==> src/sv/smmr_pkg.sv <==
// Shared widths and the histogram command bundle of the state map mode rescaler.
`timescale 1ns / 1ps

package smmr_pkg;

   // Default configuration limits.
   localparam int STATE_COUNT_DEF = 16;
   localparam int MAX_SOURCE_DEF  = 65536;
   localparam int MAX_TARGET_DEF  = 8192;

   // Field widths fixed by the interface.
   localparam int CODE_W    = 8;
   localparam int STATE_W   = 4;
   localparam int SRC_LEN_W = 17;
   localparam int TGT_LEN_W = 14;
   localparam int GRP_IDX_W = 13;
   localparam int HIST_W    = 17;

   // Longest run of results that one request may produce.
   localparam int RUN_LIMIT = 64;
   localparam int RUN_W     = 7;

   // Command bundle from the sequencer to the histogram store.
   typedef struct packed {
      logic               count_en;
      logic [STATE_W-1:0] count_addr;
      logic               clear_en;
      logic [STATE_W-1:0] clear_addr;
      logic               scan_start;
   } hist_cmd_type;

endpackage

==> src/sv/smmr_hist.sv <==
// Histogram store: one-port-read memory with saturating update, forwarding and argmax scan.
`timescale 1ns / 1ps

module smmr_hist #(
   parameter int STATE_COUNT = smmr_pkg::STATE_COUNT_DEF
) (
   input  logic                          clock,
   input  logic                          reset,
   input  smmr_pkg::hist_cmd_type        hist_cmd,
   output logic [smmr_pkg::STATE_W-1:0]  winner
);
   import smmr_pkg::*;

   localparam int ADDR_W = $clog2(STATE_COUNT);
   localparam logic [HIST_W-1:0] HIST_MAX = '1;

   logic [HIST_W-1:0] hist_mem [STATE_COUNT];
   logic [HIST_W-1:0] rd_data_ff;
   logic [ADDR_W-1:0] rd_addr;

   logic              upd_pend_ff;
   logic [ADDR_W-1:0] upd_addr_ff;
   logic              fwd_valid_ff;
   logic [ADDR_W-1:0] fwd_addr_ff;
   logic [HIST_W-1:0] fwd_data_ff;
   logic              cmp_pend_ff;
   logic [ADDR_W-1:0] cmp_addr_ff;
   logic [HIST_W-1:0] best_ff;
   logic [ADDR_W-1:0] win_ff;

   logic [HIST_W-1:0] cur_count;
   logic [HIST_W-1:0] upd_count;

   assign rd_addr = hist_cmd.clear_en ? hist_cmd.clear_addr[ADDR_W-1:0]
                                      : hist_cmd.count_addr[ADDR_W-1:0];

   // The update written at the same edge as this read is forwarded in place of the stale data.
   assign cur_count = (fwd_valid_ff && (fwd_addr_ff == upd_addr_ff)) ? fwd_data_ff
                                                                     : rd_data_ff;
   assign upd_count = (cur_count == HIST_MAX) ? cur_count : cur_count + 1'b1;

   assign winner = STATE_W'(win_ff);

   always_ff @(posedge clock) begin
      rd_data_ff <= hist_mem[rd_addr];
      if (upd_pend_ff) begin
         hist_mem[upd_addr_ff] <= upd_count;
      end else if (hist_cmd.clear_en) begin
         hist_mem[hist_cmd.clear_addr[ADDR_W-1:0]] <= '0;
      end
   end

   always_ff @(posedge clock) begin
      if (reset) begin
         upd_pend_ff  <= 1'b0;
         fwd_valid_ff <= 1'b0;
         cmp_pend_ff  <= 1'b0;
      end else begin
         upd_pend_ff  <= hist_cmd.count_en;
         fwd_valid_ff <= upd_pend_ff;
         cmp_pend_ff  <= hist_cmd.clear_en;
      end
      upd_addr_ff <= hist_cmd.count_addr[ADDR_W-1:0];
      fwd_addr_ff <= upd_addr_ff;
      fwd_data_ff <= upd_count;
      cmp_addr_ff <= hist_cmd.clear_addr[ADDR_W-1:0];
      // Ascending scan with >= so that ties go to the higher state.
      if (hist_cmd.scan_start) begin
         best_ff <= '0;
         win_ff  <= '0;
      end else if (cmp_pend_ff && (rd_data_ff >= best_ff)) begin
         best_ff <= rd_data_ff;
         win_ff  <= cmp_addr_ff;
      end
   end

endmodule

==> src/sv/state_map_mode_rescaler.sv <==
// Top level of the state map mode rescaler: register port, divider, sequencer and output stage.
`timescale 1ns / 1ps

// Each request carries one source cell code; the block returns the display map cell by cell.
// With equal lengths a request gives one response and one request is taken per cycle while the
// output is not stalled. When scaling up, a request gives ratio responses (the last cell of a
// pass also the padding), at most 64, one per cycle from the output register while it is not
// stalled. When scaling down, a request is taken per cycle within a group; the histogram update
// is a read-modify-write of the memory with forwarding. At the end of each group the memory is
// scanned one entry per cycle through its single read port, and the settle, scan, final and
// post states pass before the winner leaves and the next request is taken. After reset and
// after every register write the block derives the mode and then the ratio in a bit-serial
// divider, and clears the histogram memory in the same pass; no request is taken meanwhile.

module state_map_mode_rescaler #(
   parameter int STATE_COUNT = smmr_pkg::STATE_COUNT_DEF,
   parameter int MAX_SOURCE  = smmr_pkg::MAX_SOURCE_DEF,
   parameter int MAX_TARGET  = smmr_pkg::MAX_TARGET_DEF
) (
   input  logic                         clock,
   input  logic                         reset,
   input  logic                         req_valid,
   output logic                         req_ready,
   input  logic [smmr_pkg::CODE_W-1:0]  req_cell_code,
   output logic                         rsp_valid,
   input  logic                         rsp_ready,
   output logic [smmr_pkg::STATE_W-1:0] rsp_cell_state,
   output logic                         rsp_run_last,
   output logic                         rsp_truncated,
   input  logic                         csr_psel,
   input  logic                         csr_penable,
   input  logic                         csr_pwrite,
   input  logic [2:0]                   csr_paddr,
   input  logic [31:0]                  csr_pwdata,
   output logic [31:0]                  csr_prdata,
   output logic                         csr_pready
);
   import smmr_pkg::*;

   localparam int ADDR_W    = $clog2(STATE_COUNT);
   localparam int DIV_STEPS = SRC_LEN_W;
   localparam int CNT_W     = $clog2(DIV_STEPS);
   localparam logic [SRC_LEN_W-1:0] SRC_CAP =
      SRC_LEN_W'((MAX_SOURCE > (2 ** SRC_LEN_W) - 1) ? (2 ** SRC_LEN_W) - 1 : MAX_SOURCE);
   localparam logic [TGT_LEN_W-1:0] TGT_CAP =
      TGT_LEN_W'((MAX_TARGET > (2 ** TGT_LEN_W) - 1) ? (2 ** TGT_LEN_W) - 1 : MAX_TARGET);

   localparam logic REG_SOURCE_LENGTH = 1'b0;
   localparam logic REG_TARGET_LENGTH = 1'b1;

   typedef enum logic [1:0] {
      MODE_PASS = 2'd0,
      MODE_UP   = 2'd1,
      MODE_DOWN = 2'd2
   } scale_mode_type;

   typedef enum logic [6:0] {
      S_LOAD   = 7'b0000001,
      S_DIV    = 7'b0000010,
      S_RUN    = 7'b0000100,
      S_SETTLE = 7'b0001000,
      S_SCAN   = 7'b0010000,
      S_FINAL  = 7'b0100000,
      S_POST   = 7'b1000000
   } seq_state_type;

   seq_state_type          state_ff, state_in;
   scale_mode_type         mode_ff, mode_in;
   logic [CNT_W-1:0]       cnt_ff, cnt_in;
   logic [SRC_LEN_W-1:0]   src_len_ff, src_len_in;
   logic [TGT_LEN_W-1:0]   tgt_len_ff, tgt_len_in;
   logic [SRC_LEN_W-1:0]   ratio_ff, ratio_in;
   logic [TGT_LEN_W-1:0]   last_cnt_ff, last_cnt_in;
   logic [SRC_LEN_W-1:0]   num_ff, num_in;
   logic [SRC_LEN_W-1:0]   rem_ff, rem_in;
   logic [SRC_LEN_W-1:0]   dvs_ff, dvs_in;
   logic [SRC_LEN_W-1:0]   src_idx_ff, src_idx_in;
   logic [GRP_IDX_W-1:0]   grp_idx_ff, grp_idx_in;
   logic [SRC_LEN_W-1:0]   grp_fill_ff, grp_fill_in;
   logic [RUN_W-1:0]       run_left_ff, run_left_in;
   logic [STATE_W-1:0]     run_state_ff, run_state_in;
   logic                   run_trunc_ff, run_trunc_in;
   logic                   rsp_valid_ff, rsp_valid_in;
   logic [STATE_W-1:0]     rsp_state_ff, rsp_state_in;
   logic                   rsp_last_ff, rsp_last_in;
   logic                   rsp_trunc_ff, rsp_trunc_in;

   hist_cmd_type           hist_cmd;
   logic [STATE_W-1:0]     winner;

   logic                   cfg_we;
   logic [SRC_LEN_W-1:0]   src_wr;
   logic [TGT_LEN_W-1:0]   tgt_wr;
   logic                   req_take;
   logic                   code_ok;
   logic                   last_cell;
   logic                   out_free;
   logic                   push_run;
   logic [SRC_LEN_W:0]     div_trial;
   logic                   div_ge;
   logic [SRC_LEN_W-1:0]   div_rem;
   logic [SRC_LEN_W-1:0]   div_num;
   logic [SRC_LEN_W-1:0]   run_count;
   logic [SRC_LEN_W-1:0]   fill_next;

   smmr_hist #(
      .STATE_COUNT (STATE_COUNT)
   ) u_hist (
      .clock    (clock),
      .reset    (reset),
      .hist_cmd (hist_cmd),
      .winner   (winner)
   );

   assign cfg_we     = csr_psel & csr_penable & csr_pwrite;
   assign csr_pready = 1'b1;
   assign csr_prdata = (csr_paddr[2] == REG_SOURCE_LENGTH) ? 32'(src_len_ff)
                                                            : 32'(tgt_len_ff);

   assign rsp_valid      = rsp_valid_ff;
   assign rsp_cell_state = rsp_state_ff;
   assign rsp_run_last   = rsp_last_ff;
   assign rsp_truncated  = rsp_trunc_ff;

   assign out_free  = !rsp_valid_ff || rsp_ready;
   assign push_run  = (state_ff == S_RUN) && (run_left_ff != '0) && out_free;
   assign code_ok   = {1'b0, req_cell_code} < (CODE_W + 1)'(STATE_COUNT);
   assign last_cell = ({1'b0, src_idx_ff} + 1'b1) >= {1'b0, src_len_ff};
   assign fill_next = grp_fill_ff + 1'b1;

   // A new run may load in the cycle that the old one sends its final response.
   always_comb begin
      req_ready = 1'b0;
      if (state_ff == S_RUN) begin
         if (mode_ff == MODE_DOWN) begin
            req_ready = 1'b1;
         end else begin
            req_ready = (run_left_ff == '0) || ((run_left_ff == RUN_W'(1)) && out_free);
         end
      end
   end
   assign req_take = req_valid && req_ready;

   // One restoring division step per cycle.
   assign div_trial = {rem_ff, num_ff[SRC_LEN_W-1]};
   assign div_ge    = div_trial >= {1'b0, dvs_ff};
   assign div_rem   = div_ge ? SRC_LEN_W'(div_trial - {1'b0, dvs_ff})
                             : div_trial[SRC_LEN_W-1:0];
   assign div_num   = {num_ff[SRC_LEN_W-2:0], div_ge};

   always_comb begin
      unique case (mode_ff)
         MODE_UP:   run_count = last_cell ? SRC_LEN_W'(last_cnt_ff) : ratio_ff;
         MODE_PASS: run_count = SRC_LEN_W'(1);
         default:   run_count = SRC_LEN_W'(1);
      endcase
   end

   assign src_wr = csr_pwdata[SRC_LEN_W-1:0];
   assign tgt_wr = csr_pwdata[TGT_LEN_W-1:0];

   always_comb begin
      state_in     = state_ff;
      mode_in      = mode_ff;
      cnt_in       = cnt_ff;
      src_len_in   = src_len_ff;
      tgt_len_in   = tgt_len_ff;
      ratio_in     = ratio_ff;
      last_cnt_in  = last_cnt_ff;
      num_in       = num_ff;
      rem_in       = rem_ff;
      dvs_in       = dvs_ff;
      src_idx_in   = src_idx_ff;
      grp_idx_in   = grp_idx_ff;
      grp_fill_in  = grp_fill_ff;
      run_left_in  = run_left_ff;
      run_state_in = run_state_ff;
      run_trunc_in = run_trunc_ff;
      rsp_valid_in = rsp_valid_ff && !rsp_ready;
      rsp_state_in = rsp_state_ff;
      rsp_last_in  = rsp_last_ff;
      rsp_trunc_in = rsp_trunc_ff;

      hist_cmd.count_en   = 1'b0;
      hist_cmd.count_addr = '0;
      hist_cmd.clear_en   = 1'b0;
      hist_cmd.clear_addr = STATE_W'(cnt_ff[ADDR_W-1:0]);
      hist_cmd.scan_start = 1'b0;

      if (push_run) begin
         rsp_valid_in = 1'b1;
         rsp_state_in = run_state_ff;
         rsp_last_in  = (run_left_ff == RUN_W'(1));
         rsp_trunc_in = run_trunc_ff;
         run_left_in  = run_left_ff - 1'b1;
      end

      unique case (state_ff)
         S_LOAD: begin
            rem_in = '0;
            cnt_in = '0;
            if (SRC_LEN_W'(tgt_len_ff) == src_len_ff) begin
               mode_in = MODE_PASS;
               num_in  = src_len_ff;
               dvs_in  = src_len_ff;
            end else if (SRC_LEN_W'(tgt_len_ff) > src_len_ff) begin
               mode_in = MODE_UP;
               num_in  = SRC_LEN_W'(tgt_len_ff);
               dvs_in  = src_len_ff;
            end else begin
               mode_in = MODE_DOWN;
               num_in  = src_len_ff;
               dvs_in  = SRC_LEN_W'(tgt_len_ff);
            end
            state_in = S_DIV;
         end
         S_DIV: begin
            num_in = div_num;
            rem_in = div_rem;
            cnt_in = cnt_ff + 1'b1;
            // The histogram is cleared while the divider runs.
            hist_cmd.clear_en = cnt_ff < CNT_W'(STATE_COUNT);
            if (cnt_ff == CNT_W'(DIV_STEPS - 1)) begin
               ratio_in = (mode_ff == MODE_PASS) ? SRC_LEN_W'(1) : div_num;
               // The last source cell of an up-scale pass covers quotient plus remainder.
               last_cnt_in = TGT_LEN_W'(div_num) + TGT_LEN_W'(div_rem);
               state_in    = S_RUN;
            end
         end
         S_RUN: begin
            if (req_take) begin
               if (mode_ff == MODE_DOWN) begin
                  hist_cmd.count_en   = code_ok;
                  hist_cmd.count_addr = code_ok ? req_cell_code[STATE_W-1:0] : '0;
                  if (last_cell) begin
                     src_idx_in  = '0;
                     grp_idx_in  = '0;
                     grp_fill_in = '0;
                     state_in    = S_SETTLE;
                  end else if ((({1'b0, grp_idx_ff} + 1'b1) < tgt_len_ff) &&
                               (fill_next >= ratio_ff)) begin
                     src_idx_in  = src_idx_ff + 1'b1;
                     grp_idx_in  = grp_idx_ff + 1'b1;
                     grp_fill_in = '0;
                     state_in    = S_SETTLE;
                  end else begin
                     src_idx_in  = src_idx_ff + 1'b1;
                     grp_fill_in = fill_next;
                  end
               end else begin
                  run_state_in = code_ok ? req_cell_code[STATE_W-1:0] : '0;
                  run_trunc_in = run_count > SRC_LEN_W'(RUN_LIMIT);
                  run_left_in  = (run_count > SRC_LEN_W'(RUN_LIMIT)) ? RUN_W'(RUN_LIMIT)
                                                                    : run_count[RUN_W-1:0];
                  src_idx_in   = last_cell ? '0 : src_idx_ff + 1'b1;
               end
            end
         end
         S_SETTLE: begin
            // The last count lands in memory this cycle; the scan reads after it.
            hist_cmd.scan_start = 1'b1;
            cnt_in              = '0;
            state_in            = S_SCAN;
         end
         S_SCAN: begin
            hist_cmd.clear_en = 1'b1;
            cnt_in            = cnt_ff + 1'b1;
            if (cnt_ff == CNT_W'(STATE_COUNT - 1)) begin
               state_in = S_FINAL;
            end
         end
         S_FINAL: begin
            state_in = S_POST;
         end
         S_POST: begin
            if (out_free) begin
               rsp_valid_in = 1'b1;
               rsp_state_in = winner;
               rsp_last_in  = 1'b1;
               rsp_trunc_in = 1'b0;
               state_in     = S_RUN;
            end
         end
         default: begin
            state_in = S_LOAD;
         end
      endcase

      // Any register write restarts the pass and derives mode and ratio again.
      if (cfg_we) begin
         if (csr_paddr[2] == REG_TARGET_LENGTH) begin
            tgt_len_in = (tgt_wr == '0) ? TGT_LEN_W'(1)
                                        : ((tgt_wr > TGT_CAP) ? TGT_CAP : tgt_wr);
         end else begin
            src_len_in = (src_wr == '0) ? SRC_LEN_W'(1)
                                        : ((src_wr > SRC_CAP) ? SRC_CAP : src_wr);
         end
         src_idx_in  = '0;
         grp_idx_in  = '0;
         grp_fill_in = '0;
         run_left_in = '0;
         state_in    = S_LOAD;
      end
   end

   always_ff @(posedge clock) begin
      if (reset) begin
         state_ff     <= S_LOAD;
         mode_ff      <= MODE_PASS;
         cnt_ff       <= '0;
         src_len_ff   <= SRC_LEN_W'(1);
         tgt_len_ff   <= TGT_LEN_W'(1);
         ratio_ff     <= SRC_LEN_W'(1);
         src_idx_ff   <= '0;
         grp_idx_ff   <= '0;
         grp_fill_ff  <= '0;
         run_left_ff  <= '0;
         rsp_valid_ff <= 1'b0;
      end else begin
         state_ff     <= state_in;
         mode_ff      <= mode_in;
         cnt_ff       <= cnt_in;
         src_len_ff   <= src_len_in;
         tgt_len_ff   <= tgt_len_in;
         ratio_ff     <= ratio_in;
         src_idx_ff   <= src_idx_in;
         grp_idx_ff   <= grp_idx_in;
         grp_fill_ff  <= grp_fill_in;
         run_left_ff  <= run_left_in;
         rsp_valid_ff <= rsp_valid_in;
      end
      last_cnt_ff  <= last_cnt_in;
      num_ff       <= num_in;
      rem_ff       <= rem_in;
      dvs_ff       <= dvs_in;
      run_state_ff <= run_state_in;
      run_trunc_ff <= run_trunc_in;
      rsp_state_ff <= rsp_state_in;
      rsp_last_ff  <= rsp_last_in;
      rsp_trunc_ff <= rsp_trunc_in;
   end

endmodule
==> config.mk <==
export PLATFORM = sky130hd
export DESIGN_NAME = state_map_mode_rescaler
export DESIGN_NICKNAME = d
export VERILOG_FILES = /design/src/sv/smmr_pkg.sv /design/src/sv/smmr_hist.sv /design/src/sv/state_map_mode_rescaler.sv
export SDC_FILE = /design/constraint.sdc
export NUM_CORES = 1
export LEC_CHECK = 0
export BUFFER_PORTS_ARGS = -buffer_cell sky130_fd_sc_hd__buf_4
export CAP_MARGIN = 10
export CORE_ASPECT_RATIO = 0.75
export CORE_UTILIZATION = 60
export DETAILED_ROUTE_END_ITERATION = 8
export GPL_TIMING_DRIVEN = 0
export PLACE_DENSITY = 0.77
export SLEW_MARGIN = 25
export SYNTH_ARGS = -nofsm -noshare
export SYNTH_HDL_FRONTEND = slang
export SYNTH_HIERARCHICAL = 1
export SYNTH_SLANG_ARGS = --single-unit
==> constraint.sdc <==
create_clock -name clock -period 10.2 [get_ports clock]
set_input_delay 0.51 -clock clock [delete_from_list [all_inputs] [get_ports clock]]
set_output_delay 0.51 -clock clock [all_outputs]
set_load 0.005 [all_outputs]
---- Yosys cells after proc, flatten, opt, wreduce, memory -nomap -nowiden ----
Memory sizes are Yosys's and may differ from the RTL's. A register that Yosys moved wholly into a read port is not among the register bits.
Cells that the tools add are included.
word-level totals
  register bits ........................... 246
  RAM bits ................................ 272
  input bits .............................. 50
  output and inout port bits .............. 41
  word-level logic and storage cells ...... 178
  memories ................................ 1
memory list
  name             words  width  rd ports  clocked after Yosys merged registers in  wr ports  RTL line         source
  u_hist.hist_mem  16     17     1         1                                        1         smmr_hist.sv:17  logic [HIST_W-1:0] hist_mem [STATE_COUNT];
operators by class
  $add $sub $neg .......................... 10
  $lt $le $gt $ge ......................... 11
  eq/ne operators ......................... 21
  multiplexer cells ....................... 67
  bitwise gates (word level) .............. 6
  reduce and logical (&&, ||, !) cells .... 33
operators with widths
  kind                                                                               number
  17-bit 2-to-1 mux                                                                  17
  7-bit 2-to-1 mux                                                                   12
  17-bit one-hot mux with 2 select lines                                             2
  17-bit by 1-bit adder with 17-bit output (second input constant)                   3
  7-bit one-hot mux with 7 select lines                                              1
  18-bit by 17-bit greater-or-equal comparator with 1-bit output                     2
  4-bit 2-to-1 mux                                                                   9
  17-bit greater-or-equal comparator                                                 2
  14-bit 2-to-1 mux                                                                  2
  13-bit 2-to-1 mux                                                                  2
  17-bit by 1-bit adder with 18-bit output (second input constant)                   1
  1-bit 2-to-1 mux                                                                   18
  14-bit by 17-bit equality test with 1-bit output                                   1
  17-bit equality test (second input constant)                                       1
  14-bit by 17-bit greater-than comparator with 1-bit output                         1
  17-bit greater-than comparator (second input constant)                             1
  17-bit by 7-bit greater-than comparator with 1-bit output (second input constant)  1
  17-bit logical NOT                                                                 1
  17-bit OR reduction                                                                1
  17-bit subtractor                                                                  1
  13-bit by 1-bit adder with 14-bit output (second input constant)                   1
  14-bit adder                                                                       1
  7-bit by 1-bit equality test with 1-bit output (second input constant)             2
  14-bit greater-than comparator (second input constant)                             1
  39 further kinds                                                                   64

---- Depth between registers and ports, before layout ----
Gate-level depths: netlist of the first run.
  word-level depth ........................ 10
  depth in mapped cells ................... 22
  depth with buffers taken out ............ 21

---- Cells and area by module ----
The synthesis of the first run kept the hierarchy.
by module, submodules not included
  module                   times used  cells an instance  area each (um^2)  sequential area each (um^2)
  smmr_hist                1           861                14037.2           9569.2
  state_map_mode_rescaler  1           1374               12119.1           4564.4

---- Least setup slack after synthesis of the first run ----
OpenSTA, ideal clock, no wires.
  path kind ............................... register to register
  start ................................... reg num_ff[16]
  end ..................................... reg last_cnt_ff[13], data pin
  setup time .............................. 0.261 ns
  data arrival time ....................... 4.328 ns
  required time ........................... 9.939 ns
  setup slack ............................. 5.610 ns
  stages on the path, launching flop included .. 21
  buffers on the path ..................... 1
  clock period less this slack ............ 4.590 ns
  path through ............................ edfxtp_1 > inv_1 > ha_1 > inv_1 > fa_1 > a211oi_1 > o21a_1 > o31ai_1 > a31o_2 > o21ai_1 > buf_4 > mux2_2 > ha_1 > a211oi_1 > o21ai_0 > a31oi_1 > nor2b_1 > o21a_1 > o41ai_1 > o21ai_0 > xnor2_1
on the way
  word-level cells in the longest chain between the ends .. 3
  elaborated cells on any way between the ends .. 4
  those cells by class .................... add/sub: 2; order compare: 1; mux: 1
RTL lines
  what                                                                                                        RTL line                                                        source
  start: declaration                                                                                          state_map_mode_rescaler.sv:74                                   logic [SRC_LEN_W-1:0] num_ff, num_in;
  start signal: assignment                                                                                    state_map_mode_rescaler.sv:333                                  num_ff <= num_in;
  17-bit subtractor / 18-bit by 17-bit greater-or-equal comparator with 1-bit output (equally long branches)  state_map_mode_rescaler.sv:147, state_map_mode_rescaler.sv:146
  17-bit 2-to-1 mux (*)                                                                                       state_map_mode_rescaler.sv:147                                  assign div_rem = div_ge ? SRC_LEN_W'(div_trial - {1'b0, dvs_ff})
  net div_rem[1]                                                                                              state_map_mode_rescaler.sv:101                                  logic [SRC_LEN_W-1:0] div_rem;
  14-bit adder (*)                                                                                            state_map_mode_rescaler.sv:226                                  last_cnt_in = TGT_LEN_W'(div_num) + TGT_LEN_W'(div_rem);
  end signal: assignment                                                                                      state_map_mode_rescaler.sv:332                                  last_cnt_ff <= last_cnt_in;
  end: declaration                                                                                            state_map_mode_rescaler.sv:73                                   logic [TGT_LEN_W-1:0] last_cnt_ff, last_cnt_in;
The timed path passes the listed nets; every way through them passes the cells marked *.
A chain may end at the register's enable or synchronous reset.

==> results of run 1 <==
worst paths after layout:
kind | cells past startpoint | endpoint | slack (ns)
hold / removal | 3 | src_len_ff[12]$_SDFFE_PP0P_ | 0.19
setup reg to reg | 12 | u_hist/rd_data_ff[5]$_DFF_P_ | 4.54
hold reg to reg | 0 | u_hist/fwd_addr_ff[0]$_DFF_P_ | 0.44
setup / recovery | 12 | u_hist/rd_data_ff[5]$_DFF_P_ | 4.54
power by group:
part / switching, mW / internal (mW) / total, mW
logic: 0.580 / 0.397 / 0.978
registers: 0.0727 / 2.45 / 2.53
clock network: 0.833 / 1.05 / 1.88
worst max-delay path, delay by kind of cell, from the launching register on:
family	cells	cell delay, ns
flip-flops	1	0.34
buffers and inverters	4	2.16
multiplexers	2	1.01
AO/OA/AOI/OAI	2	1.00
AND/OR/NAND/NOR	4	0.93
state kept, by name (all words and copies together) (netlist names), 7 cells and up:
register            cells
num_ff                 17
grp_fill_ff            17
run_left_ff             7
grp_idx_ff             13
ratio_ff               17
u_hist/rd_data_ff      17
tgt_len_ff             14
u_hist/fwd_data_ff     17
last_cnt_ff            14
src_idx_ff             17
dvs_ff                 17
rem_ff                 17
state_ff                7
u_hist/hist_mem       272
src_len_ff             17
u_hist/best_ff         17
cell families (layout without fill, tap and decap cells):
kind of cell | after synthesis | count (layout) | share of synthesized area [%]
AOI/OAI and AO/OA | 461 | 461 | 11.7
xor gates and xnor gates | 86 | 86 | 2.88
adders and majority gates | 122 | 122 | 5.87
buffers and inverters | 224 | 386 | 3.77
DFF | 535 | 535 | 54.0
muxes | 138 | 138 | 8.60
other | 2 | 21 | 0.0287
and+or+nand+nor | 667 | 667 | 13.2
final cells by class:
type	count	share of cell area [%]
buffer	108	1.89
sequential	535	48.3
tap	569	2.43
multi-input combinational	1493	38.5
antenna	2	0.0171
timing repair buffer	66	1.78
clock buffer	65	4.65
inverter	116	1.49
clock inverter	31	0.937
placed cells by master, fill, tap and decap left out, drive strengths merged, types with 8 or more instances in the layout:
cell	n
dfxtp	193
a21o	40
mux2i	57
o21ai	116
a22oi	40
nand3b	11
ha	118
nand2b	58
nand3	62
nor4	16
nand4	30
a21oi	91
nand2	163
o21bai	8
buf	112
and2	54
mux2	13
xnor2	47
nor3b	11
xor2	39
edfxtp	342
o22ai	15
a2111oi	11
conb	19
mux4	68
o31ai	15
and3	26
nor2	147
nor2b	18
clkbuf	127
nor3	35
o21a	9
a211oi	30
inv	119
clkinv	21
a31oi	37
o211ai	15
layer usage:
layer / up-vias / track usage (%)
met5: - / 0
met4: 0 / 7.87
met3: 124 / 10.6
met2: 1059 / 44.3
met1: 9442 / 48.2
li1: 8591 / -
==> impl_metrics.ini, run 1 <==
[die]
floorplan.die.width_um = 243
die_height_um = 183
io-pin-count = 91
row_count = 65
die_outline_area_sq_um = 44400
core_area_sq_um = 42500
start_util_pct = 61.5

[worst_setup_path]
crit_arrival_ns = 6.06
crit_chain = nor4_2, nor2b_1, nand3b_1, clkbuf_1, o21ai_0, clkbuf_1, mux2i_1, clkbuf_1, buf_1, mux4_2, nand2_1, a31oi_1
critPathLaunch = state_ff[5]$_SDFFE_PP0P_
cp_slowest_stage_delay_ns = 0.64
path_common_cell = sky130_fd_sc_hd__clkbuf_1
end_kind = register
slowest_stage = sky130_fd_sc_hd__buf_1
startpoint_type = register
crit-reg2reg-launch = state_ff[5]$_SDFFE_PP0P_
worstPathRequired_ns = 10.60
worstPathMaxFanout = 10
critical_path_class = register to register

[clock_tree]
clk_transition_reported_paths_ns = 0.07
cts_max_level = 2
cts_hold_buffers = 0
ctsResizeCount = 0
cts_buffers = 51
clkSinkCount = 535
cts_root_buffer = sky130_fd_sc_hd__clkbuf_16
cts.path.max_buffers = 3
worst_skew_pair_latency_ns = 0.59
post_cts_setup_buffer_count = 0
cts_tree = built

[route]
drt.antenna.violating_nets = 0
drt_iter0_markers = 2329
length_of_routed_met3_wiring_um = 9650
top_layer = met4
detailroute.via_count = 19216
drt_drc_violations_left = 0
drt-vias-per-instance = 6.44
met2_length_um = 29200
detailed_router_iteration_count_before_antenna_repair = 6
sum_of_routed_wire_segments_on_met1_um = 31100
finalWirelength_um = 71400
wl_per_cell_um = 23.9

[timing]
achievable-frequency_mhz = 177
post_route_clock_skew_ns = 0.0263
worst_pin_slew_ns = 1.07
final_setup_violation_count = 0
timing.final.ws_setup_ns = 4.54
setup-tns-final_ns = 0
fin_hold_ws_ns = 0.186
max_slew_margin_pct = 26.5
final_max_slew_viol_count = 0
post-route-min-period_ns = 5.66
rsz_0062_raised_after_global_routing = false
hold_viol = 0
min_period_over_period_pct = 55.5

[finish]
filler_cell_count = 3036
regArea_sq_um = 14100
stdcell_count = 2985
multi_input_area_sq_um = 11200
area_growth_pct = 11.8
final_design_area_no_fill_sq_um = 29200
drive_gt1_share_pct = 14.3
share_of_the_core_filled_with_cells_in_the_final_layout_pct = 68.7
nNetsFinal = 2541

[power]
vdd_drop_max_mv = 0.178
power.leakage_nw = 11.1
finalPower_mw = 5.39
p_per_area_nw_per_um2 = 184

[grt]
global_route_wire_length_before_repair_um = 108000
grt_pass1_vias = 18530
antenna_found_initial = 0
grt_remaining_overflow = 0
pin_count_of_the_biggest_net_entering_global_routing = 35
globalRouteTotalUtil_pct = 32.0

[synthesis]
yosys.cell_types.count = 94
ys_top_cells_by_count = sky130_fd_sc_hd__edfxtp_1, sky130_fd_sc_hd__dfxtp_1, sky130_fd_sc_hd__nand2_1
post_synth_instance_area_sq_um = 26200
synth_area_leader_cell = sky130_fd_sc_hd__edfxtp_1
netlist.area_leader.share_pct = 39.3
synth_most_common_cell = sky130_fd_sc_hd__edfxtp_1
sequential_to_total_area_share_from_yosys_stat_pct = 54.0
synth_async_sr_flop_share_pct = 0
seq_cells_post_synth = 535
post_synth_main_area_contributors = sky130_fd_sc_hd__edfxtp_1, sky130_fd_sc_hd__dfxtp_1, sky130_fd_sc_hd__mux4_2
avgSynthCellArea_sq_um = 11.7
synthFlopType = sky130_fd_sc_hd__edfxtp_1
synth_warnings = 6
number_of_flops_mapped_to_enable_cells_by_yosys = 342
syn-instance-count = 2235

[placement]
placed_cell_area_sq_um = 27600
gp_congestion = 0.964
buffer_ports.inserted = 57
preCtsSetupSlack_ns = 4.90
dp.final_hpwl_um = 51400
dp_cells = 2886

[worst_hold_path]
timing.hold.worst.start = csr_pwdata[12]
hp-class = primary input to register

[run_status]
status = complete, no violations

[flow_run]
max_cap_violations = 0
(Power assumes the default switching activity.)
==> inputs of run 2 (changes only) <==
Settings changed: CORE_UTILIZATION 60 to 56, PLACE_DENSITY 0.77 to 0.76.
Clock period 10.2 ns to 5.2 ns, I/O delays scaled along.
==> run 2 against run 1 <==
  * Worst hold slack got worse by 0.099 ns
  * Final cell count rose by 2.7%
  * Non-clock buffer count up 22
  * Register-to-register slack worse by 4.5 ns
  * Total power up 97%
  * Count of clock-buffer cells in the layout rose by 11
  * Sequential share of layout area shrank 0.69 points
==> impl_metrics.ini, run 2 (synthesis results as in run 1) <==
[finish]
largest_register = u_hist/hist_mem
nNetsFinal = 2563
share_of_the_core_filled_with_cells_in_the_final_layout_pct = 64.4
mostFrequentLayoutCell = sky130_fd_sc_hd__edfxtp_1
drive_gt1_share_pct = 14.5
area_growth_pct = 13.4
mostFrequentLayoutCells = sky130_fd_sc_hd__edfxtp_1, sky130_fd_sc_hd__dfxtp_1, sky130_fd_sc_hd__nand2_1, sky130_fd_sc_hd__nor2_1, sky130_fd_sc_hd__ha_1
insertedDiodeCount = 0
final_design_area_no_fill_sq_um = 29700
stdcell_count = 3065
largest_register_ffs = 272

[worst_setup_path]
worstPathRequired_ns = 5.65
critPathLaunch = state_ff[5]$_SDFFE_PP0P_
critical_path_class = register to register
startpoint_type = register
ff2ff_setup_slack_ns = 0.09
end_kind = register
worst_r2r_path_depth = 12
crit_arrival_ns = 5.57
worstPathMaxFanout = 10
crit-reg2reg-launch = state_ff[5]$_SDFFE_PP0P_

[timing]
achievable-frequency_mhz = 196
final_setup_violation_count = 0
worst_pin_slew_ns = 1.00
hold_viol = 0
final_max_slew_viol_count = 0
setup-tns-final_ns = 0
post_route_clock_skew_ns = 0.0192
timing.final.ws_setup_ns = 0.0862
min_period_over_period_pct = 98.3
post-route-min-period_ns = 5.11
fin_hold_ws_ns = 0.0872
max_slew_margin_pct = 31.3
rsz_0062_raised_after_global_routing = true

[die]
row_count = 68
io-pin-count = 91
die_height_um = 189
core_area_sq_um = 46000
floorplan.die.width_um = 252
die_outline_area_sq_um = 47600
start_util_pct = 56.8

[placement]
dp_cells = 2949
gp_congestion = 0.964
preCtsSetupSlack_ns = -0.0660
buffer_ports.inserted = 57
dp.final_hpwl_um = 50300
placed_cell_area_sq_um = 27700

[worst_hold_path]
timing.hold.worst.start = req_cell_code[4]
min_path_cells = 4
hp-class = primary input to register

[route]
wl_per_cell_um = 23.0
drt.antenna.violating_nets = 0
detailed_router_iteration_count_before_antenna_repair = 8
drt_iter0_markers = 2405
drt-vias-per-instance = 6.29
detailroute.via_count = 19264
drt_drc_violations_left = 0
finalWirelength_um = 70600

[clock_tree]
worst_skew_pair_latency_ns = 0.61
cts_buffers = 51
cts_tree = built
clkSinkCount = 535
cts.path.max_buffers = 3
clk_transition_reported_paths_ns = 0.06
cts_max_level = 2
cts_root_buffer = sky130_fd_sc_hd__clkbuf_16

[flow_run]
max_cap_violations = 0

[grt]
antenna_found_initial = 1
grt_remaining_overflow = 0
global_route_wire_length_before_repair_um = 106000
grt_pass1_vias = 18022
pin_count_of_the_biggest_net_entering_global_routing = 35
globalRouteTotalUtil_pct = 29.6

[power]
vdd_drop_max_mv = 0.381
finalPower_mw = 10.6
p_per_area_nw_per_um2 = 357
power.leakage_nw = 11.2

[run_status]
status = complete, no violations
## run 2: report_power, final
group          internal (mW)  switching, mW
registers               4.81          0.146
clock network           2.03           1.64
logic                  0.821           1.15
## run 2: layout make-up
type | count | area (sq um)
buffer | 108 | 562
clock buffer | 76 | 1480
clock inverter | 19 | 170
fill | 3410 | 16400
inverter | 116 | 435
multi-input combinational | 1493 | 11300
sequential | 535 | 14100
tap | 630 | 788
timing repair buffer | 88 | 781
## run 2: routing by layer
layer / routed length (um) / track usage (%)
met1: 31000 / 46.6
met2: 29300 / 41.1
met3: 8770 / 6.16
met4: 1480 / 7.69
met5: 0 / 0
## run 2: path summary, 6_finish.rpt
| kind | to |
|---|---|
| max | u_hist/rd_data_ff[5]$_DFF_P_ |
| max reg2reg | u_hist/rd_data_ff[5]$_DFF_P_ |
| min | u_hist/upd_pend_ff$_SDFF_PP0_ |
| min reg2reg | u_hist/fwd_addr_ff[0]$_DFF_P_ |
## run 2: timing repair
action / 4_1_cts / 5_1_grt
gates resized for setup: 1 / 16
gates cloned: 0 / 0
hold buffers: 20 / 0
setup endpoints to repair: 1 / 95
setup buffers: 0 / 1
pin swaps: 0 / 1
hold endpoints to repair: 32 / 0
## run 2: worst max-delay path: stages (launching register included)
cell and delay, ns:
sky130_fd_sc_hd__dfxtp_1 0.35, sky130_fd_sc_hd__nor4_2 0.41, sky130_fd_sc_hd__nor2b_1 0.22, sky130_fd_sc_hd__nand3b_1 0.13, sky130_fd_sc_hd__clkbuf_1 0.39, sky130_fd_sc_hd__o21ai_0 0.50
sky130_fd_sc_hd__clkbuf_1 0.47, sky130_fd_sc_hd__mux2i_1 0.57, sky130_fd_sc_hd__clkbuf_2 0.43, sky130_fd_sc_hd__buf_1 0.64, sky130_fd_sc_hd__mux4_2 0.35, sky130_fd_sc_hd__nand2_1 0.06
sky130_fd_sc_hd__a31oi_1 0.45
